**src/rtl/fis_ram.sv**
```systemverilog
module fis_ram #(
  parameter int unsigned Width = 24,
  parameter int unsigned Depth = 64
) (
  input  logic                     clk_i,
  input  logic                     we_i,
  input  logic [$clog2(Depth)-1:0] waddr_i,
  input  logic [Width-1:0]         wdata_i,
  input  logic [$clog2(Depth)-1:0] raddr_i,
  output logic [Width-1:0]         rdata_o
);

  logic [Width-1:0] mem_q [Depth];

  always_ff @(posedge clk_i) begin
    if (we_i) begin
      mem_q[waddr_i] <= wdata_i;
    end
    rdata_o <= mem_q[raddr_i];
  end

endmodule

```
**config.mk**
```make
export PLATFORM = sky130hd
export DESIGN_NAME = fis_ram
export DESIGN_NICKNAME = d
export VERILOG_FILES = /design/src/rtl/fis_ram.sv
export SDC_FILE = /design/constraint.sdc
export NUM_CORES = 1
export LEC_CHECK = 0
export BUFFER_PORTS_ARGS = -buffer_cell sky130_fd_sc_hd__buf_2
export CAP_MARGIN = 20
export CORE_UTILIZATION = 60
export DETAILED_ROUTE_END_ITERATION = 6
export PLACE_DENSITY = 0.8
export SETUP_SLACK_MARGIN = 0.02
export SYNTH_ARGS = -nofsm -noshare
export SYNTH_HDL_FRONTEND = slang
export SYNTH_SLANG_ARGS = --single-unit
```
**constraint.sdc**
```tcl
create_clock -name clk_i -period 3.15 [get_ports clk_i]
set_input_delay 0 -clock clk_i [delete_from_list [all_inputs] [get_ports clk_i]]
set_output_delay 0 -clock clk_i [all_outputs]
set_load 0.1 [all_outputs]
```
-- Word-level counts from Yosys, hierarchy flattened
Memories as Yosys holds them, arrays and structs flattened. A register that Yosys moved wholly into a read port is not among the register bits.
Cells that the tools add are included.
- mux-type cells: 2
- operators with widths (operator ; number):
    $mux W1 ; 2
- memories: 1
- register bits after elaboration: 0
- RAM bits: 1536
- bits of input ports: 38
- memories (memory ; depth ; width ; rd ports ; clocked after Yosys merged registers in ; wr ports ; line ; text):
    mem_q ; 64 ; 24 ; 1 ; 1 ; 1 ; 13 ; logic [Width-1:0] mem_q [Depth];

-- Logic depth before layout (Yosys ltp)
- depth after elaboration: 2
- mapped depth: 9
- mapped depth without buffers: 5

-- Least setup slack after synthesis
No wires, ideal clock.
- kind: in2reg
- from: input port waddr_i[3]
- to: memory mem_q[48][0] (enable)
- setup slack: 0.553 ns
- setup time: 0.435 ns
- stages on the path: 4
- arrival: 2.162 ns
- cell sequence: clkbuf_1 > nor2b_1 > nand4b_1 > nor3_1
- RTL lines (element ; line ; text):
    start: declaration ; 7 ; input logic [$clog2(Depth)-1:0] waddr_i,
    end: declaration ; 13 ;
No word-level cell before the write port.

-- Worst setup path in the final report
- from: input port waddr_i[1]
- to: memory mem_q[26][11] (enable)
No word-level cell before the write port.

==> impl_metrics.env <==
export IMPL_run_status="completed"
export IMPL_p_comb_frac=0.058
export IMPL_initial_core_util=0.6095
export IMPL_cp_end_kind="register"
export IMPL_rsz0062_at_grt="no"
export IMPL_postRouteAntennaNets=0
export IMPL_crit_family="simple AND/OR/NAND/NOR gates"
export IMPL_power_per_cell_area_nw_per_um2=637.6
export IMPL_async_flop_share=0
export IMPL_clock_skew_ns=0.03156
export IMPL_timing_final_crit_period_ns=2.317
export IMPL_port_buffer_count=61
export IMPL_nets=2905
export IMPL_grt_max_degree=78
export IMPL_clock_power_share=0.403
export IMPL_chipHeight_um=316.4
export IMPL_place_congestion=0.8574
export IMPL_postLayoutSetupSlackWorst_ns=0.8330
export IMPL_logic_depth_of_the_worst_register_to_register_path=5
export IMPL_vdd_drop_max_mv=0.6599
export IMPL_synth_warning_count=0
export IMPL_hold_depth=1
export IMPL_number_of_standard_cell_rows_in_the_floorplan=114
export IMPL_worst_slew_pin_tran_ns=1.162
export IMPL_area_taken_by_flip_flops_and_latches_um2=46600
export IMPL_cts_htree_levels=4
export IMPL_cts_root_buf="clkbuf_16"
export IMPL_hold_removal_path_class="input pin to register"
export IMPL_antenna_found_initial=13
export IMPL_cp_num_buf_inv=3
export IMPL_critical_path_cell_chain="dlygate4sd3_1 -> buf_2 -> nor2b_1 -> nand2_1 -> nor2_2 -> buf_4"
export IMPL_critical_path_depth=6
export IMPL_internal_power_mw=33.51
export IMPL_synth_area_um2=59300
export IMPL_ys_dominant_reg_cell="edfxtp_1"
export IMPL_cap_violations=0
export IMPL_core_area_um2=97280
export IMPL_report_final_setup_viol=0
export IMPL_timing_max_transition_violations_final=0
export IMPL_critical_path_max_stage_delay_ns=0.83
export IMPL_count_of_filler_cells_inserted_in_the_layout=5436
export IMPL_power_static_leakage_nw=21.35
export IMPL_yosysSeqAreaShare=0.7860
export IMPL_timing_hold_violations_final=0
export IMPL_post_dp_hpwl_mm=81.29
export IMPL_post_route_cells_drive_above_1_share=0.3045
export IMPL_drt_first_iter_violations=4718
export IMPL_cts_tree="built"
export IMPL_syn_mean_instance_area_um2=22.72
export IMPL_post_drt_via_cell_ratio=7.053
export IMPL_switching_power_mw=9.331
export IMPL_place_worst_setup_slack_ns=0.4165
export IMPL_critical_path_data_arrival_time_ns=2.74
export IMPL_syn2layout_area_growth_pct=13.33
export IMPL_totalWireLength_mm=151.2
export IMPL_cts_clk_slew_worst_paths_ns=0.06
export IMPL_wire_length_of_the_first_global_routing_pass_mm=214.0
export IMPL_cts_max_path_buffers=3
export IMPL_maximum_fanout_along_the_worst_path=13
export IMPL_fin_worst_hold_slack_ns=0.07194
export IMPL_number_of_flip_flops_and_latches_in_the_synthesized_netlist=1560
export IMPL_worst_ep_required_time_ns=3.58
export IMPL_switching_share=0.2178
export IMPL_mappedNetlistNets=2648
export IMPL_slew_headroom=0.2252
export IMPL_fmax_mhz=431.6
export IMPL_worst_setup_sp_type="input pin"
export IMPL_detailed_route_drc_error_count=0
export IMPL_final_setup_tns_ns=0
export IMPL_cts_made_buffers=147
export IMPL_synth_lib_cells_used_distinct=40
export IMPL_timing_critical_path_slowest_stage_cell="nor2_2"
export IMPL_post_route_period_util=0.7355
export IMPL_wl_per_cell_um=35.45
export IMPL_detail_route_first_pass_iterations=7
export IMPL_floorplan_die_width_um=316.4
export IMPL_vias=30095
export IMPL_grt_util_all_layers=0.3074
export IMPL_p_seq_frac=0.539
export IMPL_worst_setup_path_type="input pin to register"
export IMPL_syn_inst=2610
export IMPL_clock_latency_ns=0.76
export IMPL_grt_ovfl_total=0
export IMPL_tritoncts_num_sinks=1560
export IMPL_number_of_synthesized_flops_with_an_enable_pin=1536
export IMPL_grt_pass1_vias=30360
export IMPL_die_area_um2=100100
export IMPL_combined_area_of_the_multi_input_logic_cells_um2=12080
export IMPL_ports=62
[timing repair]
action	in CTS	in global routing
setup endpoints to repair	0	0
hold endpoints to repair	314	1021
resized for setup	0	0
hold buffers	10	17
buffers inserted	0	0
[path summary, 6_finish.rpt]
kind,from,end,slack [ns]
setup / recovery,waddr_i[1],mem_q[26][11]$_DFFE_PP_,0.83
hold / removal,wdata_i[6],mem_q[33][6]$_DFFE_PP_,0.07
setup reg to reg,mem_q[5][13]$_DFFE_PP_,rdata_o[13]$_DFF_P_,0.94
hold reg to reg,mem_q[60][18]$_DFFE_PP_,rdata_o[18]$_DFF_P_,0.91
[kinds of logic (layout without fill, tap and decap cells)]
| kind of cell | Yosys count | after routing | synth area share |
|---|---|---|---|
| buffers and inverters | 144 | 519 | 0.01310 |
| DFF | 1560 | 1560 | 0.7860 |
| muxes | 503 | 503 | 0.1609 |
| and+or+nand+nor | 196 | 196 | 0.01557 |
| AOI/OAI and AO/OA | 207 | 207 | 0.02441 |
| other | 0 | 6 | 0 |
[worst register-to-register path, delay by kind of cell (launching register included)]
| family | cells | cell delay [ns] |
|---|---|---|
| compound gates | 3 | 0.76 |
| flops | 1 | 0.46 |
| mux | 2 | 0.88 |
[Yosys cell counts, drive strengths merged (16+ instances only)]
library cell	instances	share of area
a21oi	22	0.0019
a221oi	52	0.0077
a22oi	29	0.0037
and3	16	0.0017
buf	97	0.010
clkbuf	45	0.0029
dfxtp	24	0.0081
edfxtp	1536	0.78
mux2	53	0.010
mux2i	95	0.016
mux4	355	0.13
nand2	36	0.0023
nand3	20	0.0017
nor2	80	0.0051
o21ai	18	0.0015
o22ai	53	0.0056
[area by class of cell]
type                    count  share of cell area
repair buffers            250             0.03290
diodes                      6           0.0002234
well taps                1276             0.02376
flip-flops and latches   1560              0.6936
clock inverters            77             0.01058
inverters                   2           0.0001117
multi-input cells         906              0.1798
clock buffers             190             0.05912
[sequential cells by signal, summed over array words and instances (netlist names)]
register	cells
mem_q	1536
rdata_o	24
[routing by layer]
| metal | track usage | up-vias | wire length (um) |
|---|---|---|---|
| met5 | 0 | - | 99 |
| met4 | 0.1344 | 14 | 6842 |
| met3 | 0.08090 | 443 | 19890 |
| met2 | 0.4909 | 2558 | 73590 |
| met1 | 0.4048 | 15445 | 50830 |
| li1 | - | 11635 | - |
[power by group through the flow]
stage               Combinational [mW]  Clock [mW]  Sequential [mW]
CTS                               2.39        17.4             23.1
global placement                  2.26           0             23.5
global route                      2.56        18.1             23.1
floorplan                         1.14           0             23.8
finish                            2.49        17.3             23.1
detailed placement                2.33           0             23.5
[metrics by stage]
stage	area, um^2	power (mW)	instances	utilization
after global placement	61890	25.77	3950	0.6362
after global routing	67180	43.73	4261	0.6906
final	67200	42.84	4267	0.6908
after floorplan	59300	24.90	2610	-
after detailed placement	61890	25.85	3950	0.6362
after CTS	66670	42.87	4227	0.6854
[cells in the final DEF, fill, tap and decap left out, types with 36 or more instances in the layout]
cell / instances
mux4_2: 355
a221oi_1: 52
buf_4: 132
o22ai_1: 53
mux2_2: 53
edfxtp_1: 1536
buf_2: 57
clkbuf_16: 149
nand2_1: 36
nor2_2: 62
mux2i_1: 95
(Power assumes the default switching activity.)
