`config.mk`:
```
export PLATFORM = sky130hd
export DESIGN_NAME = fis_div
export DESIGN_NICKNAME = d
export VERILOG_FILES = /design/src/rtl/fis_pkg.sv /design/src/rtl/fis_div.sv
export SDC_FILE = /design/constraint.sdc
export NUM_CORES = 1
export LEC_CHECK = 0
export ABC_AREA = 1
export BUFFER_PORTS_ARGS = -buffer_cell sky130_fd_sc_hd__buf_2
export CAP_MARGIN = 30
export CORE_UTILIZATION = 53
export CTS_CLUSTER_SIZE = 12
export DETAILED_ROUTE_END_ITERATION = 6
export GPL_TIMING_DRIVEN = 0
export PLACE_DENSITY = 0.85
export SLEW_MARGIN = 25
export SYNTH_ARGS = -nofsm -noshare
export SYNTH_HDL_FRONTEND = slang
export SYNTH_SLANG_ARGS = --single-unit
```
`constraint.sdc`:
```
create_clock -name clk_i -period 2.4 [get_ports clk_i]
set_clock_uncertainty 0.2 [all_clocks]
set_input_delay 0.12 -clock clk_i [delete_from_list [all_inputs] [get_ports clk_i]]
set_output_delay 0.12 -clock clk_i [all_outputs]
set_load 0.005 [all_outputs]
```
`src/rtl/fis_pkg.sv`:
```
package fis_pkg;

  localparam int unsigned HistDepth = 64;
  localparam int unsigned IdxW = $clog2(HistDepth);
  localparam int unsigned CntW = $clog2(HistDepth + 1);
  localparam int unsigned SumW = 24 + CntW;

  localparam logic [23:0] RingPreset = 24'd16667;
  localparam logic [SumW-1:0] SumPreset = SumW'(64'd16667 * HistDepth);
  localparam logic [27:0] FpsMax = 28'hFFFFFFF;
  localparam logic [27:0] FpsReset = 28'd15360;
  localparam logic [27:0] FpsNum = 28'd256000000;
  localparam int unsigned StableMin = 10;
  localparam int unsigned StatsFrame = 5;

  localparam int unsigned QW = 2 * (SumW + CntW) + IdxW + 1;
  localparam int unsigned CmpW = QW + 14;
  localparam int unsigned DivNW = 28 + CntW;

  typedef enum logic [1:0] {
    CfgMaxDelta  = 2'd0,
    CfgTimeScale = 2'd1,
    CfgThreshold = 2'd2
  } cfg_idx_e;

  typedef struct packed {
    logic        mode;
    logic [23:0] frame_delta_us;
  } fis_in_t;

  typedef struct packed {
    logic [23:0] clamped_delta_us;
    logic [23:0] scaled_delta_us;
    logic [47:0] total_time_us;
    logic [31:0] frame_total;
    logic [27:0] fps_now;
    logic [27:0] fps_average;
    logic [27:0] fps_lowest;
    logic [27:0] fps_highest;
    logic        rate_stable;
  } fis_out_t;

  typedef struct packed {
    logic [1:0]  idx;
    logic [31:0] data;
  } fis_cfg_t;

endpackage

```
`src/rtl/fis_div.sv`:
```
module fis_div (
  input  logic                      clk_i,
  input  logic                      rst_ni,
  input  logic                      start_i,
  input  logic [fis_pkg::DivNW-1:0] num_i,
  input  logic [fis_pkg::SumW-1:0]  den_i,
  output logic                      done_o,
  output logic [fis_pkg::DivNW-1:0] quot_o
);
  import fis_pkg::*;

  localparam int unsigned StepW = $clog2(DivNW + 1);

  logic [DivNW-1:0] num_q, num_d, quot_q, quot_d;
  logic [SumW:0]    rem_q, rem_d, trial;
  logic [SumW-1:0]  den_q, den_d;
  logic [StepW-1:0] step_q, step_d;
  logic             busy_q, busy_d, done_q, done_d;

  always_comb begin
    num_d  = num_q;
    quot_d = quot_q;
    rem_d  = rem_q;
    den_d  = den_q;
    step_d = step_q;
    busy_d = busy_q;
    done_d = 1'b0;
    trial  = {rem_q[SumW-1:0], num_q[DivNW-1]};
    if (start_i) begin
      num_d  = num_i;
      den_d  = den_i;
      rem_d  = '0;
      quot_d = '0;
      step_d = StepW'(DivNW);
      busy_d = 1'b1;
    end else if (busy_q) begin
      num_d = {num_q[DivNW-2:0], 1'b0};
      if (trial >= {1'b0, den_q}) begin
        rem_d  = trial - {1'b0, den_q};
        quot_d = {quot_q[DivNW-2:0], 1'b1};
      end else begin
        rem_d  = trial;
        quot_d = {quot_q[DivNW-2:0], 1'b0};
      end
      step_d = step_q - 1'b1;
      if (step_q == StepW'(1)) begin
        busy_d = 1'b0;
        done_d = 1'b1;
      end
    end
  end

  always_ff @(posedge clk_i or negedge rst_ni) begin
    if (!rst_ni) begin
      busy_q <= 1'b0;
      done_q <= 1'b0;
      step_q <= '0;
    end else begin
      busy_q <= busy_d;
      done_q <= done_d;
      step_q <= step_d;
    end
  end

  always_ff @(posedge clk_i) begin
    num_q  <= num_d;
    quot_q <= quot_d;
    rem_q  <= rem_d;
    den_q  <= den_d;
  end

  assign done_o = done_q;
  assign quot_o = quot_q;

endmodule
```
======== Word level (Yosys, flattened, before mapping) ========
Cells that the tools add are included.
word-level totals
  flip-flop bits (word level) ............. 140
  bits of input ports ..................... 69
  output and inout bits ................... 36
  word-level logic and storage cells ...... 24
operators by class
  add/subtract/negate cells ............... 2
  $lt $le $gt $ge ......................... 1
  equal/unequal tests ..................... 1
  muxes and demuxes ....................... 12
  reductions and logical operators ........ 1
operator list
  operator                                                               number
  35-bit two-way mux                                                     2
  32-bit by 31-bit greater-or-equal comparator with 1-bit output         1
  31-bit two-way mux                                                     1
  31-bit subtractor                                                      1
  6-bit two-way mux                                                      2
  1-bit two-way mux                                                      7
  6-bit by 1-bit equality test with 1-bit output, second input constant  1
  6-bit by 1-bit subtractor with 6-bit output, second input constant     1
  2-bit nonzero test                                                     1

======== Longest topological paths before layout ========
Gate-level depths: netlist of the first run.
  word-level depth ........................ 4
  depth in mapped cells ................... 17
  mapped depth without buffers ............ 17

======== Worst setup path before layout of the first run ========
No wires, ideal clock.
  path kind ............................... register to register
  from .................................... register busy_q
  to ...................................... register num_q[0], enable pin
  setup time .............................. 413 ps
  data arrival time ....................... 1828 ps
  setup slack ............................. -41 ps
  stages on the path, launching flop included .. 5
  path buffers ............................ 2
  clock period less this slack ............ 2441 ps
  cell sequence ........................... dfrtp_1 -> buf_2 -> nor2_2 -> clkinv_1 -> clkbuf_1
on the way
  word-level cells in the longest chain between the ends .. 1
ends and longest elaborated chain
  element                              line           source
  from (decl)                          fis_div.sv:18  logic busy_q, busy_d, done_q, done_d;
  from (signal assigned)               fis_div.sv:59  busy_q <= busy_d;
  2-bit nonzero test (no source line)  n/a
  to (signal assigned)                 fis_div.sv:66  num_q <= num_d;
  to (decl)                            fis_div.sv:14  logic [DivNW-1:0] num_q, num_d, quot_q, quot_d;
Every way passes these cells.
A chain may end at the register's enable or synchronous reset.

======== Worst setup path in the final report of the first run ========
  from .................................... register den_q[28]
  to ...................................... register rem_q[29]
on the way
  word-level cells in the longest chain between the ends .. 2
  elaborated cells between the ends (all ways) .. 3
ends and longest elaborated chain
  element                                                                                                     line                          source
  from (decl)                                                                                                 fis_div.sv:16                 logic [SumW-1:0] den_q, den_d;
  from (signal assigned)                                                                                      fis_div.sv:69                 den_q <= den_d;
  31-bit subtractor / 32-bit by 31-bit greater-or-equal comparator with 1-bit output (equally long branches)  fis_div.sv:39, fis_div.sv:38
  31-bit two-way mux *                                                                                        fis_div.sv:38                 if (trial >= {1'b0, den_q}) begin
  to (signal assigned)                                                                                        fis_div.sv:68                 rem_q <= rem_d;
  to (decl)                                                                                                   fis_div.sv:15                 logic [SumW:0] rem_q, rem_d, trial;
Mark *: on every way between the ends. The rest lies on a longest branch, timed or not.

==> summary.txt, run 1 <==
Status
  • Result of the run: complete, but fails checks
  • Violations in the final reports: setup timing

Yosys
  • Ys Warns: 0
  • Gate count of the mapped netlist: 1,093
  • Number of distinct standard cells referenced by the synthesized netlist: 36
  • Syn Area/Cell: 7.206 sq um
  • Seq/Total Area, Yosys: 0.4448
  • Number of nets in the synthesized netlist: 1,196
  • Total of flip-flops plus latches after synthesis: 140
  • Area contributors post-synth: edfxtp_1, nand2_1, dfxtp_1, inv_1, ha_1
  • Cell area after synthesis: 7876 sq um
  • Dominant cell type by area after synthesis: edfxtp_1
  • Area share of the largest cell type after synthesis: 0.2516

Timing
  • RSZ-0062 raised after global routing: true
  • Worst slew margin relative to its limit: 0.4161
  • Number of max-slew violations in the final report: 0
  • Tmin final: 2.525 ns
  • Worst path setup slack after routing: -0.1249 ns
  • Top achievable clock speed: 0.3961 GHz
  • Setup-failing EPs final: 28
  • Number of endpoints with negative hold slack in the final report: 0
  • Slew at the pin closest to its max-slew limit: 0.8758 ns
  • Share of the clock period used by the worst path after layout: 1.052

Power
  • Switching Power: 3.927 mW
  • Power per standard cell area: 957.6 nW/um^2
  • Power Internal: 6.189 mW
  • Design Power: 10.12 mW
  • Sequential power share: 0.305
  • Clock network fraction of design power: 0.260
  • Leakage power summed over all cells: 5.459 nW
  • Switching share of power: 0.3882
  • Gate power share: 0.435
  • Worst-case vdd ir drop: 0.0006272 V

Floorplan
  • Core Area: 14,530 sq um
  • Die width: 123.9 um
  • Top-level I/O count: 105
  • Initial core utilization: 0.5419
  • Vert. Die Dim: 123.9 um
  • Die area: 15,350 sq um
  • Site Rows: 44

Critical path
  • Critical path startpoint category: flop
  • Delay of the slowest cell on the worst path: 0.34 ns
  • Crit path arrival time: 2.66 ns
  • Worst-path maximum fanout: 6
  • CP Capture Type: flop
  • Top delay family on crit path: simple AND/OR/NAND/NOR gates
  • Count of buffer and inverter cells on the critical path: 4
  • Setup Crit Path Kind: reg2reg
  • Slowest cell on the critical path: edfxtp_1
  • CP Cell Sequence: inv_1, ha_1, nand2_1, nor3_1, nand2_1, inv_1, a21oi_4, buf_4, nand2_8, buf_12, nand3_1, a21oi_1
  • Worst path required time: 2.53 ns
  • R2r setup slk: -0.12 ns

Cells and area
  • Number of antenna diodes: 0
  • Count of filler cells inserted in the layout: 1,071
  • Core Util, Final: 0.7268
  • Number of cells in the finished layout apart from fillers: 1,504
  • Layout cells sized above 1: 0.1871
  • Total area of multi-input combinational cells: 3821 sq um
  • Net count, final: 1,410
  • Sequential Area: 3503 sq um
  • Area growth from synthesis to layout: 34.12%

Clock network
  • Number of buffers on the longest clock path: 2
  • TritonCTS Buffers: 17
  • Deepest level of the CTS H-tree: 4
  • Clock root buffer master: clkbuf_16
  • Clock slew at the register clock pins of the worst setup and hold paths: 0.06 ns
  • CTS tree: built
  • Number of clock sinks: 140
  • Clk Latency, worst-skew pair: 0.43 ns

Route
  • Detailed-route wire length: 24,320 um
  • Detail-routed net length per standard cell: 16.17 um
  • Number of nets still failing antenna checks after routing: 0
  • Vias per cell: 5.289
  • Number of search-and-repair iterations in the first detailed-routing pass: 5
  • Detailed Route Iter0 Violations: 683
  • Count of vias placed by the detailed router: 7,955
  • DRC Markers: 0

Placed design
  • Gpl congestion: 0.9656
  • DP HPWL: 14,760 um
  • Worst Setup Slack post-DPL: -0.6725 ns
  • Number of placed instances, taps included: 1,381
  • Count of port buffers added during placement: 104

Global route
  • Via count of the first global-routing pass: 7,866
  • Initial antenna violation count: 0
  • Overflow left after global routing: 0
  • Global-route wire length before repair: 37,650 um
  • Maximum number of pins on one net before global-route repair: 45
  • Combined global-route utilization of all metal layers: 0.3260

Worst hold path
  • Path class of the lowest-slack min-delay path: in2reg

Run
  • Number of max-capacitance violations reported: 0
==> repair_timing <==
action	CTS	global route
hold endpoints to repair	74	0
setup endpoints to repair	76	62
buffers inserted	19	2
cloned	3	1
pin swaps	16	24
resized for setup	41	52
hold buffers	68	0
==> flip-flops by register name (all words and copies together), names as in the netlist <==
name	flops
num_q	35
quot_o	35
den_q	31
rem_q	31
step_q	6
busy_q	1
done_o	1
==> power by group through the flow <==
stage / clock network [mW] / registers (mW) / logic [mW]
floorplan: 0 / 3.01 / 2.35
global placement: 0 / 3.06 / 3.07
detailed placement: 0 / 3.08 / 3.12
CTS: 2.64 / 3.07 / 3.87
global route: 2.76 / 3.11 / 4.76
finish: 2.63 / 3.08 / 4.40
==> final timing paths <==
kind,start,endpoint,cells past startpoint
setup / recovery,den_q[28],rem_q[29],12
min in group asynchronous,rst_ni,step_q[2],3
hold / removal,start_i,den_q[27],1
setup reg to reg,den_q[28],rem_q[29],12
hold reg to reg,rem_q[5],rem_q[5],2
max in group asynchronous,rst_ni,step_q[4],3
==> synthesized netlist by cell type <==
library cell / n
nand2_2: 1
xor2_1: 11
buf_6: 2
nand3_2: 2
buf_2: 6
nand2_1: 406
or3b_2: 1
a21oi_4: 1
clkbuf_1: 23
o22ai_1: 32
nor2_1: 64
nor2_2: 3
and2_1: 2
ha_1: 33
buf_8: 1
nand3_1: 55
edfxtp_1: 66
clkinv_1: 3
fa_1: 1
dfxtp_1: 66
a22oi_1: 1
xnor2_1: 4
o211ai_1: 2
nand2b_1: 1
inv_1: 212
nand3b_1: 4
inv_2: 1
o21ai_0: 10
a21oi_1: 30
nor3_1: 5
nand2_4: 2
dfrtp_1: 8
or2_2: 2
or2_0: 1
nand4_1: 29
a21o_1: 2
==> cells in the final DEF, fill, tap and decap left out, types with 4 or more instances in the layout <==
cell,synthesis,layout
a21oi_1,30,24
a21oi_2,0,6
buf_2,6,109
buf_4,0,17
clkbuf_1,23,22
clkbuf_16,0,20
dfrtp_1,8,8
dfxtp_1,66,66
dlygate4sd3_1,0,68
edfxtp_1,66,66
ha_1,33,21
ha_4,0,11
inv_1,212,209
inv_2,1,5
inv_6,0,4
nand2_1,406,393
nand2_2,1,13
nand3_1,55,29
nand3_2,2,23
nand3_4,0,5
nand3b_1,4,4
nand4_1,29,29
nor2_1,64,61
nor2_2,3,4
nor3_1,5,5
o21ai_0,10,6
o21ai_1,0,4
o22ai_1,32,32
xnor2_1,4,4
xor2_1,11,11
==> cell families after synthesis <==
| group | Yosys count | share of synthesized area |
|---|---|---|
| buf+inv | 248 | 0.1225 |
| compound gates | 78 | 0.05766 |
| simple gates | 578 | 0.3034 |
| flops | 140 | 0.4448 |
| fa+ha+maj | 34 | 0.05496 |
| xor+xnor | 15 | 0.01668 |
==> cell type report <==
| cell class | count | share of cell area |
|---|---|---|
| Clock inverter | 11 | 0.008883 |
| Multi-Input combinational cell | 706 | 0.3617 |
| Timing Repair Buffer | 194 | 0.1348 |
| Sequential cell | 140 | 0.3316 |
| Clock buffer | 21 | 0.04761 |
| Inverter | 216 | 0.07675 |
| Tap cell | 184 | 0.02179 |
| Buffer | 32 | 0.01682 |
==> metrics by stage <==
step,TNS (ns),hold WS (ns),cell area [sq um]
final,-1.577,0.1504,10560
after global routing,-4.110,0.1707,10560
after CTS,-0.7336,0.1628,10330
after detailed placement,-38.14,-0.2294,8628
after global placement,-32.48,-0.2288,8628
after floorplan,0,-0.3756,7878
==> routing by layer <==
layer	up-vias	wire length (um)	track usage
met5	-	0	0
met4	0	1107	0.1577
li1	3831	-	-
met2	400	11920	0.5719
met1	3632	9243	0.3684
met3	92	2050	0.08196
Note: power is estimated with default switching activity, not from simulation.
==> inputs of run 2 (changes only) <==
Settings changed: ABC_AREA 1 to 0, CORE_UTILIZATION 53 to 52, CTS_BUF_LIST set to sky130_fd_sc_hd__clkbuf_16, PLACE_DENSITY 0.85 to 0.84.
==> run 2 against run 1 <==
Routed wire length is 19% lower. Fmax is 14% lower. Final cell count is 27% lower. Hold slack better by 0.033 ns. First-iteration DRC count is 51% lower. Critical path type unchanged. Worst setup slack worse by 0.43 ns. Register-to-register slack worse by 0.43 ns. The run still ends with setup timing left.
==> summary.txt, run 2 <==
Timing
  • Number of endpoints with negative hold slack in the final report: 0
  • Slew at the pin closest to its max-slew limit: 0.8234 ns
  • Total negative slack for setup checks: -16.81 ns
  • Worst slew margin relative to its limit: 0.4511
  • Top achievable clock speed: 0.3387 GHz
  • Tmin final: 2.952 ns
  • Share of the clock period used by the worst path after layout: 1.230
  • RSZ-0062 raised after global routing: true
  • Setup-failing EPs final: 67
  • Worst path setup slack after routing: -0.5520 ns
  • Number of max-slew violations in the final report: 0

Route
  • Count of vias placed by the detailed router: 6,128
  • Detail-routed net length per standard cell: 18.00 um
  • Number of nets still failing antenna checks after routing: 0
  • DRC Markers: 0
  • Vias per cell: 5.576
  • Detailed Route Iter0 Violations: 335
  • Number of search-and-repair iterations in the first detailed-routing pass: 5
  • Detailed-route wire length: 19,780 um

Clock network
  • Clock root buffer master: clkbuf_16
  • Clk Latency, worst-skew pair: 0.43 ns
  • Deepest level of the CTS H-tree: 4
  • Clock slew at the register clock pins of the worst setup and hold paths: 0.06 ns
  • CTS tree: built
  • TritonCTS Buffers: 17
  • Number of buffers on the longest clock path: 2
  • Number of clock sinks: 140

Placed design
  • DP HPWL: 11,740 um
  • Count of port buffers added during placement: 104
  • Gpl congestion: 0.9330
  • Number of placed instances, taps included: 969

Cells and area
  • Count of filler cells inserted in the layout: 910
  • Net count, final: 1,013
  • Number of cells in the finished layout apart from fillers: 1,099
  • Layout cells sized above 1: 0.2882
  • Area growth from synthesis to layout: 35.73%
  • Leading cell type in the layout, fill and taps excluded: buf_2
  • Most used cells in the layout excluding fill and tap cells: buf_2, nor2_1, dlygate4sd3_1
  • Number of antenna diodes: 0

Global route
  • Layer carrying the most global-route usage: met2
  • Met1 Track Usage GR: 0.3293
  • Maximum number of pins on one net before global-route repair: 36
  • Overflow left after global routing: 0
  • Global-route met3 utilization: 0.07830
  • Combined global-route utilization of all metal layers: 0.2785
  • Met2 Usage GRT: 0.4957
  • Via count of the first global-routing pass: 6,201
  • Global-route wire length before repair: 31,060 um
  • Initial antenna violation count: 0

Critical path
  • Reg2reg path depth: 12
  • Capture point of the worst reg-to-reg path: rem_q[23]
  • Critical R2R Launch: den_q[1]
  • Critical path startpoint category: flop
  • CP Cell Sequence: buf_4, fa_2, nand2b_4, a21oi_4, o21ai_2, a31o_4, a31oi_4, or2_1, buf_6, buf_12, nand3_1, a311oi_2
  • CP Capture Type: flop
  • Crit path arrival time: 3.08 ns
  • Worst-path maximum fanout: 8
  • R2r setup slk: -0.55 ns
  • Setup Crit Path Kind: reg2reg
  • Slowest cell on the critical path: edfxtp_1
  • Worst path required time: 2.52 ns
  • Delay of the slowest cell on the worst path: 0.43 ns

Floorplan
  • Top-level I/O count: 105
  • Die area: 14,450 sq um
  • Site Rows: 42
  • Die width: 120.2 um
  • Vert. Die Dim: 120.2 um
  • Core Area: 13,450 sq um
  • Initial core utilization: 0.5402

Yosys
  • Dominant cell type by area after synthesis: edfxtp_1
  • Flip-flop cell with the highest count after synthesis: edfxtp_1
  • Seq/Total Area, Yosys: 0.4821
  • Syn Area/Cell: 10.55 sq um
  • Ys Warns: 0
  • Number of distinct standard cells referenced by the synthesized netlist: 67
  • Gate count of the mapped netlist: 689
  • Area share of the largest cell type after synthesis: 0.2727
  • Cell area after synthesis: 7267 sq um
  • Total of flip-flops plus latches after synthesis: 140
  • Area contributors post-synth: edfxtp_1, dfxtp_1, mux2i_1, ha_1, mux2_2
  • Post-synth EDFFs: 66
  • Dominant cell by count in the synthesized netlist: nor2_1
  • Proportion of register bits with asynchronous set or reset after synthesis: 0.05714
  • Number of nets in the synthesized netlist: 792
  • Cell types with the highest counts after synthesis: nor2_1, dfxtp_1, edfxtp_1, mux2i_1, inv_1

Worst hold path
  • Hold Crit Depth: 4
  • Worst Hold Endpoint: busy_q
  • Min-Delay Startpoint: start_i
  • Path class of the lowest-slack min-delay path: in2reg

Status
  • Result of the run: complete, but fails checks
  • Violations in the final reports: setup timing

Run
  • Number of max-capacitance violations reported: 0

Power
  • Worst-case vdd ir drop: 0.0007534 V
  • Power per standard cell area: 612.6 nW/um^2
  • Leakage power summed over all cells: 4.492 nW
==> run 2: cell count changes in the layout (fill, tap and decap cells not counted), moves of 8 or more <==
cell and change:
a211oi_1 +14, a21o_1 +8, inv_1 -167, mux2_2 +34, mux2i_1 +48, nand2_1 -354
nand2_2 -13, nand3_1 -15, nand3_2 -22, nand4_1 -23, nor2_1 +16, o21ai_0 +8
o22ai_1 -32, xnor2_1 +14
==> run 2: worst max-delay path by stage <==
| stage | start | endpoint | slack, ns | cells past startpoint |
|---|---|---|---|---|
| after floorplan | num_q[34] | rem_q[8] | -0.34 | 13 |
| after global placement | start_i | num_q[15] | -1.11 | 5 |
| after detailed placement | start_i | num_q[15] | -0.74 | 5 |
| after CTS | den_q[25] | rem_q[23] | -0.48 | 13 |
| after global routing | den_q[0] | rem_q[28] | -0.64 | 12 |
| final | den_q[1] | rem_q[23] | -0.55 | 12 |
==> run 2: per-layer routing <==
layer	vias to the layer above	wire length, um
met4	0	396
met3	37	1233
met2	217	10040
met5	-	0
li1	2943	-
met1	2931	8105
==> run 2: through the flow <==
step / power [mW] / utilization / hold WS, ns / setup slack, ns / instance area (sq um)
global placement: 3.329 / 0.5983 / -0.2308 / -1.107 / 8049
global route: 6.249 / 0.7332 / 0.1952 / -0.6403 / 9863
detailed placement: 3.356 / 0.5983 / -0.2285 / -0.7389 / 8049
CTS: 5.999 / 0.7190 / 0.1714 / -0.4751 / 9673
floorplan: 3.167 / - / -0.3756 / -0.3367 / 7308
finish: 6.042 / 0.7332 / 0.1834 / -0.5520 / 9863
==> run 2: kinds of logic (layout without fill, tap and decap cells) <==
| kind of cell | Yosys count | count (layout) | synth area share |
|---|---|---|---|
| AND/OR/NAND/NOR | 190 | 190 | 0.1233 |
| flip-flops | 140 | 140 | 0.4821 |
| AO/OA/AOI/OAI | 137 | 137 | 0.1362 |
| multiplexers | 87 | 87 | 0.1259 |
| buffers and inverters | 77 | 311 | 0.04408 |
| adder cells (fa/ha/maj) | 34 | 34 | 0.05957 |
| XOR/XNOR | 24 | 24 | 0.02893 |
==> run 2: critical path: cells and delay by family (launching register included) <==
family	cells	cell delay, ns
DFF	1	0.43
and+or+nand+nor	3	0.41
AOI/OAI and AO/OA	5	1.00
buffers and inverters	3	0.46
adders and majority gates	1	0.35
==> run 2: where the power goes <==
part,internal [mW],switching (mW)
sequential,2.64,0.0570
clock,1.36,1.16
combinational,0.410,0.413
==> run 2: repair_timing <==
action,in CTS,in global routing
setup endpoints to repair,67,79
gates resized for setup,39,29
hold buffers,70,0
cloned,1,1
setup buffers,20,8
hold endpoints to repair,105,0
pin swaps,15,23
==> run 2: cell type report <==
class	instances	area, sq um	share of cell area
buffer	29	167.7	0.01700
clock buffer	17	425.4	0.04313
clock inverter	15	133.9	0.01357
inverter	46	175.2	0.01776
multi-input combinational	472	3732	0.3784
sequential	140	3503	0.3552
tap	176	220.2	0.02233
timing repair buffer	204	1505	0.1526
==> inputs of run 3 (changes only) <==
--- a/config.mk
+++ b/config.mk
@@ -10,3 +10,3 @@
 export CAP_MARGIN = 30
-export CORE_UTILIZATION = 52
+export CORE_UTILIZATION = 62
 export CTS_BUF_LIST = sky130_fd_sc_hd__clkbuf_16
@@ -15,3 +15,3 @@
 export GPL_TIMING_DRIVEN = 0
-export PLACE_DENSITY = 0.84
+export PLACE_DENSITY = 0.94
 export SLEW_MARGIN = 25
==> constraint.sdc (replaced) <==
create_clock -name clk_i -period 3.4 [get_ports clk_i]
set_clock_uncertainty 0.2 [all_clocks]
set_input_delay 0.68 -clock clk_i [delete_from_list [all_inputs] [get_ports clk_i]]
set_output_delay 0.68 -clock clk_i [all_outputs]
set_load 0.005 [all_outputs]
==> run 3 against run 2 <==
The flow now finishes without violations. Die area fell by 16%. Fmax fell by 11%. First-iteration DRC count rose by 61%. Largest power group unchanged. Hold slack improved by 0.028 ns.
==> summary.txt, run 3 (synthesis gave the netlist of run 2 again) <==
Route
  • DRC Markers: 0
  • Count of vias placed by the detailed router: 6,181
  • Detail-routed net length per standard cell: 21.38 um
  • Number of search-and-repair iterations in the first detailed-routing pass: 6
  • Detailed Route Iter0 Violations: 538
  • Vias per cell: 6.353
  • Number of nets still failing antenna checks after routing: 0
  • Detailed-route wire length: 20,800 um

Timing
  • Worst slew margin relative to its limit: 0.2809
  • Top achievable clock speed: 0.3029 GHz
  • Share of the clock period used by the worst path after layout: 0.9711
  • Number of endpoints with negative hold slack in the final report: 0
  • RSZ-0062 raised after global routing: false
  • Hold WS: 0.2116 ns
  • Number of max-slew violations in the final report: 0
  • Slew at the pin closest to its max-slew limit: 1.075 ns
  • Total negative slack for setup checks: 0 ns
  • Worst path setup slack after routing: 0.09825 ns
  • Tmin final: 3.302 ns
  • Setup-failing EPs final: 0

Power
  • Power Internal: 3.178 mW
  • Design Power: 4.267 mW
  • Sequential power share: 0.448
  • Switching share of power: 0.2551
  • Clock network fraction of design power: 0.443
  • Gate power share: 0.109
  • Power per standard cell area: 491.7 nW/um^2
  • Worst-case vdd ir drop: 0.0004775 V
  • Switching Power: 1.089 mW
  • Leakage power summed over all cells: 4.039 nW

Clock network
  • Number of clock sinks: 140
  • Clock root buffer master: clkbuf_16
  • TritonCTS Buffers: 17
  • Clock slew at the register clock pins of the worst setup and hold paths: 0.07 ns
  • Number of buffers on the longest clock path: 2
  • Clk Latency, worst-skew pair: 0.44 ns
  • CTS tree: built
  • Deepest level of the CTS H-tree: 4

Critical path
  • Crit path arrival time: 3.38 ns
  • Critical R2R Launch: num_q[34]
  • Critical Path Start: num_q[34]
  • Worst path required time: 3.48 ns
  • Worst-path maximum fanout: 10
  • Setup Crit Path Kind: reg2reg
  • CP Capture Type: flop
  • Critical path startpoint category: flop

Cells and area
  • Leading cell type in the layout, fill and taps excluded: buf_2
  • Most used cells in the layout excluding fill and tap cells: buf_2, nor2_1, edfxtp_1, dfxtp_1, mux2i_1
  • Area growth from synthesis to layout: 19.42%
  • Number of cells in the finished layout apart from fillers: 973
  • Net count, final: 920
  • Total area of multi-input combinational cells: 3493 sq um
  • Layout cells sized above 1: 0.2410
  • Count of filler cells inserted in the layout: 716
  • Sequential Area: 3503 sq um
  • Number of antenna diodes: 0

Worst hold path
  • Min-Delay Startpoint: den_i[7]
  • Path class of the lowest-slack min-delay path: in2reg

Placed design
  • Worst Setup Slack post-DPL: -0.3853 ns
  • DP HPWL: 13,160 um
  • Number of placed instances, taps included: 936
  • Gpl congestion: 0.9395
  • Count of port buffers added during placement: 104

Floorplan
  • Site Rows: 39
  • Core Area: 11,420 sq um
  • Die width: 110.3 um
  • Vert. Die Dim: 110.3 um
  • Initial core utilization: 0.6364
  • Die area: 12,160 sq um
  • Top-level I/O count: 105

Global route
  • Via count of the first global-routing pass: 6,065
  • Initial antenna violation count: 0
  • Overflow left after global routing: 0
  • Global-route wire length before repair: 31,110 um
  • Combined global-route utilization of all metal layers: 0.3499
  • Maximum number of pins on one net before global-route repair: 36

Status
  • Result of the run: finished clean

Run
  • Number of max-capacitance violations reported: 0
[run 3: what timing repair did]
item	CTS	global route
buffers inserted	0	4
endpoints found under the hold margin	8	0
hold buffers	1	0
setup endpoints to repair	0	54
gates resized for setup	0	15
[run 3: per-stage QoR]
step,instance area (sq um),util
after floorplan,7267,-
after global placement,7966,0.6977
after detailed placement,7966,0.6977
after CTS,8579,0.7514
after global routing,8678,0.7600
final,8678,0.7600
[run 3: final cells by class]
| class | instances | area share |
|---|---|---|
| Sequential cell | 140 | 0.4037 |
| Tap cell | 143 | 0.02062 |
| Multi-Input combinational cell | 472 | 0.4025 |
| Clock inverter | 11 | 0.008939 |
| Timing Repair Buffer | 109 | 0.06459 |
| Clock buffer | 21 | 0.06055 |
| Buffer | 31 | 0.01889 |
| Inverter | 46 | 0.02018 |
[run 3: power groups by stage]
stage | Clock (mW) | Sequential (mW) | Combinational, mW
6_report | 1.89 | 1.91 | 0.465
5_1_grt | 1.96 | 1.92 | 0.502
4_1_cts | 1.88 | 1.91 | 0.443
3_5_place_dp | 0 | 1.94 | 0.429
3_3_place_gp | 0 | 1.93 | 0.406
2_1_floorplan | 0 | 1.93 | 0.303
[run 3: worst paths after layout]
kind | to | slack [ns] | cells past startpoint
worst max-delay path | rem_q[13] | 0.1 | 13
worst min-delay path | den_q[7] | 0.21 | 1
worst max register to register | rem_q[13] | 0.1 | 13
worst min register to register | rem_q[30] | 0.29 | 2
max in group asynchronous | step_q[0] | 2.42 | 2
min in group asynchronous | step_q[3] | 0.41 | 2
[run 3: layer usage]
metal / global-route usage / part of all wire / vias to the layer above / routed length (um)
li1: - / - / 2754 / -
met4: 0.2227 / 0.057 / 0 / 1178
met3: 0.1035 / 0.099 / 126 / 2054
met1: 0.4058 / 0.37 / 2882 / 7734
met2: 0.5652 / 0.47 / 419 / 9835
met5: 0.004464 / 0 / - / 0
[run 3: critical path, stage by stage, from the launching register on]
cell and delay (ns):
edfxtp_1 0.38, inv_1 0.07, ha_1 0.22, fa_1 0.40, nand2b_1 0.20, a21oi_2 0.23
o21ai_2 0.11, a31o_2 0.28, a31oi_4 0.20, or2_1 0.17, buf_8 0.12, buf_12 0.15
mux2i_1 0.27, a211oi_1 0.12
